===== src/hdl/lpt_pkg.sv =====
`default_nettype none
package lpt_pkg;
  localparam int NumPointsDef = 15;
  localparam int NumScenariosDef = 4;
  localparam int TimeBitsDef = 48;
  localparam int CfgIdxW = 2;
  localparam int CfgDataW = 24;
  localparam logic [23:0] TimeoutReclaimRst = 24'd2000000;
  localparam logic [23:0] TimeoutFaultRst = 24'd100000;
  localparam logic [23:0] TimeoutBatchRst = 24'd500000;
  localparam logic [23:0] TimeoutPrefetchRst = 24'd2000000;
  localparam logic [47:0] BucketHiUs = 48'd500000;
  localparam logic [47:0] BucketLoUs = 48'd100000;
  localparam logic [3:0] AsyncLoadA = 4'd10;
  localparam logic [3:0] AsyncLoadB = 4'd11;
  localparam logic [1:0] FaultScen = 2'd1;

  typedef enum logic [2:0] {
    CMD_BEGIN = 3'd0, CMD_START = 3'd1, CMD_END = 3'd2,
    CMD_MARK = 3'd3, CMD_ASYNC = 3'd4, CMD_FINISH = 3'd5
  } cmd_e;

  typedef enum logic [1:0] {
    REG_RECLAIM = 2'd0, REG_FAULT = 2'd1, REG_BATCH = 2'd2, REG_PREFETCH = 2'd3
  } reg_e;

  typedef enum logic [1:0] {ST_IDLE, ST_EXEC, ST_OUT} state_e;

  typedef struct packed {
    logic load;  // capture input item
    logic exec;  // perform update, write result register
  } ctl_t;
endpackage
`default_nettype wire


===== src/hdl/lpt_ctrl.sv =====
`default_nettype none
module lpt_ctrl (
  input  wire logic         clk_i,
  input  wire logic         rst_ni,
  input  wire logic         in_valid_i,
  input  wire logic         in_drop_i,
  input  wire logic         out_ready_i,
  output logic              in_ready_o,
  output logic              out_valid_o,
  output lpt_pkg::ctl_t     ctl_o
);
  import lpt_pkg::*;
  state_e state_q, state_d;

  always_ff @(posedge clk_i or negedge rst_ni) begin
    if (!rst_ni) state_q <= ST_IDLE;
    else state_q <= state_d;
  end

  always_comb begin
    state_d = state_q;
    in_ready_o = 1'b0;
    out_valid_o = 1'b0;
    ctl_o = '0;
    case (state_q)
      ST_IDLE: begin
        in_ready_o = 1'b1;
        if (in_valid_i) begin
          ctl_o.load = 1'b1;
          state_d = ST_EXEC;
        end
      end
      ST_EXEC: begin
        if (in_drop_i) state_d = ST_IDLE;
        else begin
          ctl_o.exec = 1'b1;
          state_d = ST_OUT;
        end
      end
      ST_OUT: begin
        out_valid_o = 1'b1;
        in_ready_o = out_ready_i;
        if (out_ready_i) begin
          if (in_valid_i) begin
            ctl_o.load = 1'b1;
            state_d = ST_EXEC;
          end else state_d = ST_IDLE;
        end
      end
      default: state_d = ST_IDLE;
    endcase
  end
endmodule
`default_nettype wire


===== config.mk =====
export PLATFORM = sky130hd
export DESIGN_NAME = lpt_ctrl
export DESIGN_NICKNAME = d
export VERILOG_FILES = /design/src/hdl/lpt_pkg.sv /design/src/hdl/lpt_ctrl.sv
export SDC_FILE = /design/constraint.sdc
export NUM_CORES = 1
export LEC_CHECK = 0
export ABC_AREA = 1
export BUFFER_PORTS_ARGS = -buffer_cell sky130_fd_sc_hd__clkbuf_2
export CAP_MARGIN = 20
export CORE_AREA = 2 2 39 41
export CTS_CLUSTER_DIAMETER = 120
export DETAILED_ROUTE_END_ITERATION = 12
export DIE_AREA = 0 0 41 43
export GPL_TIMING_DRIVEN = 1
export PLACE_DENSITY = 0.3
export REMOVE_ABC_BUFFERS = 1
export SLEW_MARGIN = 20
export SYNTH_ARGS = -nofsm -noshare
export SYNTH_HDL_FRONTEND = slang
export SYNTH_SLANG_ARGS = --single-unit

===== constraint.sdc =====
create_clock -name clk_i -period 1.5 [get_ports clk_i]
set_input_delay 0.15 -clock clk_i [delete_from_list [all_inputs] [get_ports clk_i]]
set_output_delay 0.15 -clock clk_i [all_outputs]
set_load 0.01 [all_outputs]

==> results.cfg <==
[status]
status = finished clean

[timing]
final_max_slew_viol_count = 0
timing.slew.headroom = 0.9302
hold_viol_final = 0
rsz0062_at_grt = no
final.min_clock_period_ns = 1.106
layout_setup_ws_ns = 0.3943
clock_skew_ns = 0.002577
setup_viol = 0
final.setup.tns_ns = 0
period_share = 0.7371
worst_pin_slew_ns = 0.1047
fmax_mhz = 904.4

[detailed_routing]
vias_per_cell = 2.705
ant_nets = 0
wire_per_inst_um = 5.886
finalWirelength_um = 259
drc = 0
via_count = 119
drtIter0Drc = 0
first_pass_iters = 1

[setup_path]
max_stage_delay_ns = 0.38
path_delay_family = flip-flops
crit_end = ctl_o[1]
worstReg2RegStart = state_q[1]
worst_setup_path_end_kind = primary output
crit_type = flop to primary output
cp_cell_sequence = inv_1, nand2_1, nor2_1, clkbuf_2
reg2reg_slack_ns = 0.80
critical-path-slowest-cell = dfrtp_1
cp.arrival_ns = 0.96
startpoint = state_q[0]
r2r_end = state_q[1]
cp_max_fo = 3
cp.buffers_inverters = 2
required_ns = 1.35
crit_cells = 4
cp-start-kind = flop
reg2regPathDepth = 4

[clock_tree]
cts_setup_buffers = 0
htree_levels = 1
cts_tree = yes
cts_hold_buffers = 1
clk_latency_ns = 0.22
clockRootBuffer = clkbuf_4
clock-sinks = 2
clk_path_buf_depth = 2
cts_resized = 0
cts.reportedPaths.clkPinSlew_ns = 0.03
cts_made_buffers = 3

[final_layout]
antennaDiodeCount = 0
syn_to_final_growth_pct = 73.12
fillers = 159
drive_gt1_frac = 0.4286
reg_top3 = state_q: 2 flops
largest_register = state_q
fin_nets = 35
largest_reg_flops = 2

[worst_hold_path]
hp-class = primary input to flop

[floorplanning]
core_mm2 = 0.001384
fp.dieW_um = 41
dieArea_mm2 = 0.001763
rows = 14
start_util = 0.08409
fp.dieH_um = 43
ioPinCount = 9

[yosys]
synth_flop_cell = dfrtp_1
yosysMostFrequentCell = inv_1
ys_top_cells_by_count = 6 x inv_1, 4 x nand2_1, 2 x dfrtp_1, 2 x nor2_1
synth_edf_count = 0
yosys_warnings = 0
synth_seq_cells = 2
synth_top_area_frac = 0.4301
synth_area_um2 = 116.4
yosys.area.top_type = dfrtp_1
synth_seq_area_share = 0.4301
async_reset_ff_frac = 1.000
avgSynthCellArea_um2 = 6.845
synth_area_leaders = dfrtp_1 43%, inv_1 19%, nand2_1 13%, buf_4 6.5%, nand3b_1 6.5%
synthCells = 17
ys_types = 7

[global_route]
grt_usage = 0.04016
overflow = 0
grt_max_degree = 4
grt_pass1_vias = 119
antenna_found_initial = 0
grt_pass1_wl_um = 407

[job]
drv_cap = 0

[placement]
place_ws_ns = 0.6193
finalWeightedCongestion = 0.5749
numPortBuffers = 8

[pwr]
power.internal_w = 0.0001671
power_leakage_nw = 0.1279
peakVddDrop_mv = 0.2601
p_sw_w = 0.00005454
seqPwrFrac = 0.287
powerDensity_mw_per_mm2 = 1100
pwr-share-clk = 0.518
swShare = 0.2461
comb_power_share = 0.195
[layout by cell type, fill, tap and decap left out]
master,instances
clkbuf_2,8
clkbuf_4,3
dfrtp_1,2
dlygate4sd3_1,1
inv_1,6
nand2_1,4
nand3b_1,1
nor2_1,2
nor2_2,1
[metal layers]
layer | vias up | GRT usage | wire [um]
li1 | 67 | - | -
met1 | 43 | 0.04823 | 148
met2 | 9 | 0.03125 | 61
met3 | 0 | 0.04712 | 49
met4 | 0 | 0.04000 | 0
met5 | - | 0 | 0
[kinds of logic (layout without fill, tap and decap cells)]
kind of cell           after synthesis  in the layout  share of synthesized area
buffers and inverters                7             18                     0.2581
flip-flops                           2              2                     0.4301
AND/OR/NAND/NOR                      8              8                     0.3119
[through the flow]
stage	power, W	hold slack [ns]	instance area [um2]	instances	utilization
6_report	0.0002217	0.1518	201.4	44	0.1456
2_1_floorplan	0.00008716	-0.1456	108.9	16	-
3_3_place_gp	0.0001051	-0.06248	168.9	40	0.1221
4_1_cts	0.0002305	0.1464	201.4	44	0.1456
3_5_place_dp	0.0001057	-0.06010	168.9	40	0.1221
5_1_grt	0.0002375	0.1769	201.4	44	0.1456
[tightest hold or removal path, cell delays in order]
cell      delay (ns)
clkbuf_2        0.08
inv_1           0.06
nor2_1          0.04
[how the worst min path moves through the flow]
stage          cells past startpoint    endpoint       start  slack (ns)
5_1_grt                            3  state_q[0]  in_valid_i        0.18
2_1_floorplan                      0  state_q[0]      rst_ni       -0.15
3_5_place_dp                       1  state_q[1]      rst_ni       -0.06
4_1_cts                            3  state_q[0]  in_valid_i        0.15
6_report                           3  state_q[0]  in_valid_i        0.15
3_3_place_gp                       1  state_q[1]      rst_ni       -0.06
[power groups by stage]
stage	logic, W	clock network, W	registers, W
4_1_cts	0.0000439	0.000123	0.0000636
3_5_place_dp	0.0000415	0	0.0000641
5_1_grt	0.0000496	0.000124	0.0000642
3_3_place_gp	0.0000411	0	0.0000640
6_report	0.0000432	0.000115	0.0000636
2_1_floorplan	0.0000234	0	0.0000637
[final cells by class]
cell class | count | area, um2 | area share
Clock buffer | 3 | 22.52 | 0.1118
Timing Repair Buffer | 9 | 50.05 | 0.2484
Tap cell | 16 | 20.02 | 0.09938
Multi-Input combinational cell | 8 | 36.28 | 0.1801
Inverter | 6 | 22.52 | 0.1118
Sequential cell | 2 | 50.05 | 0.2484
Note: power is estimated with default switching activity, not from simulation.
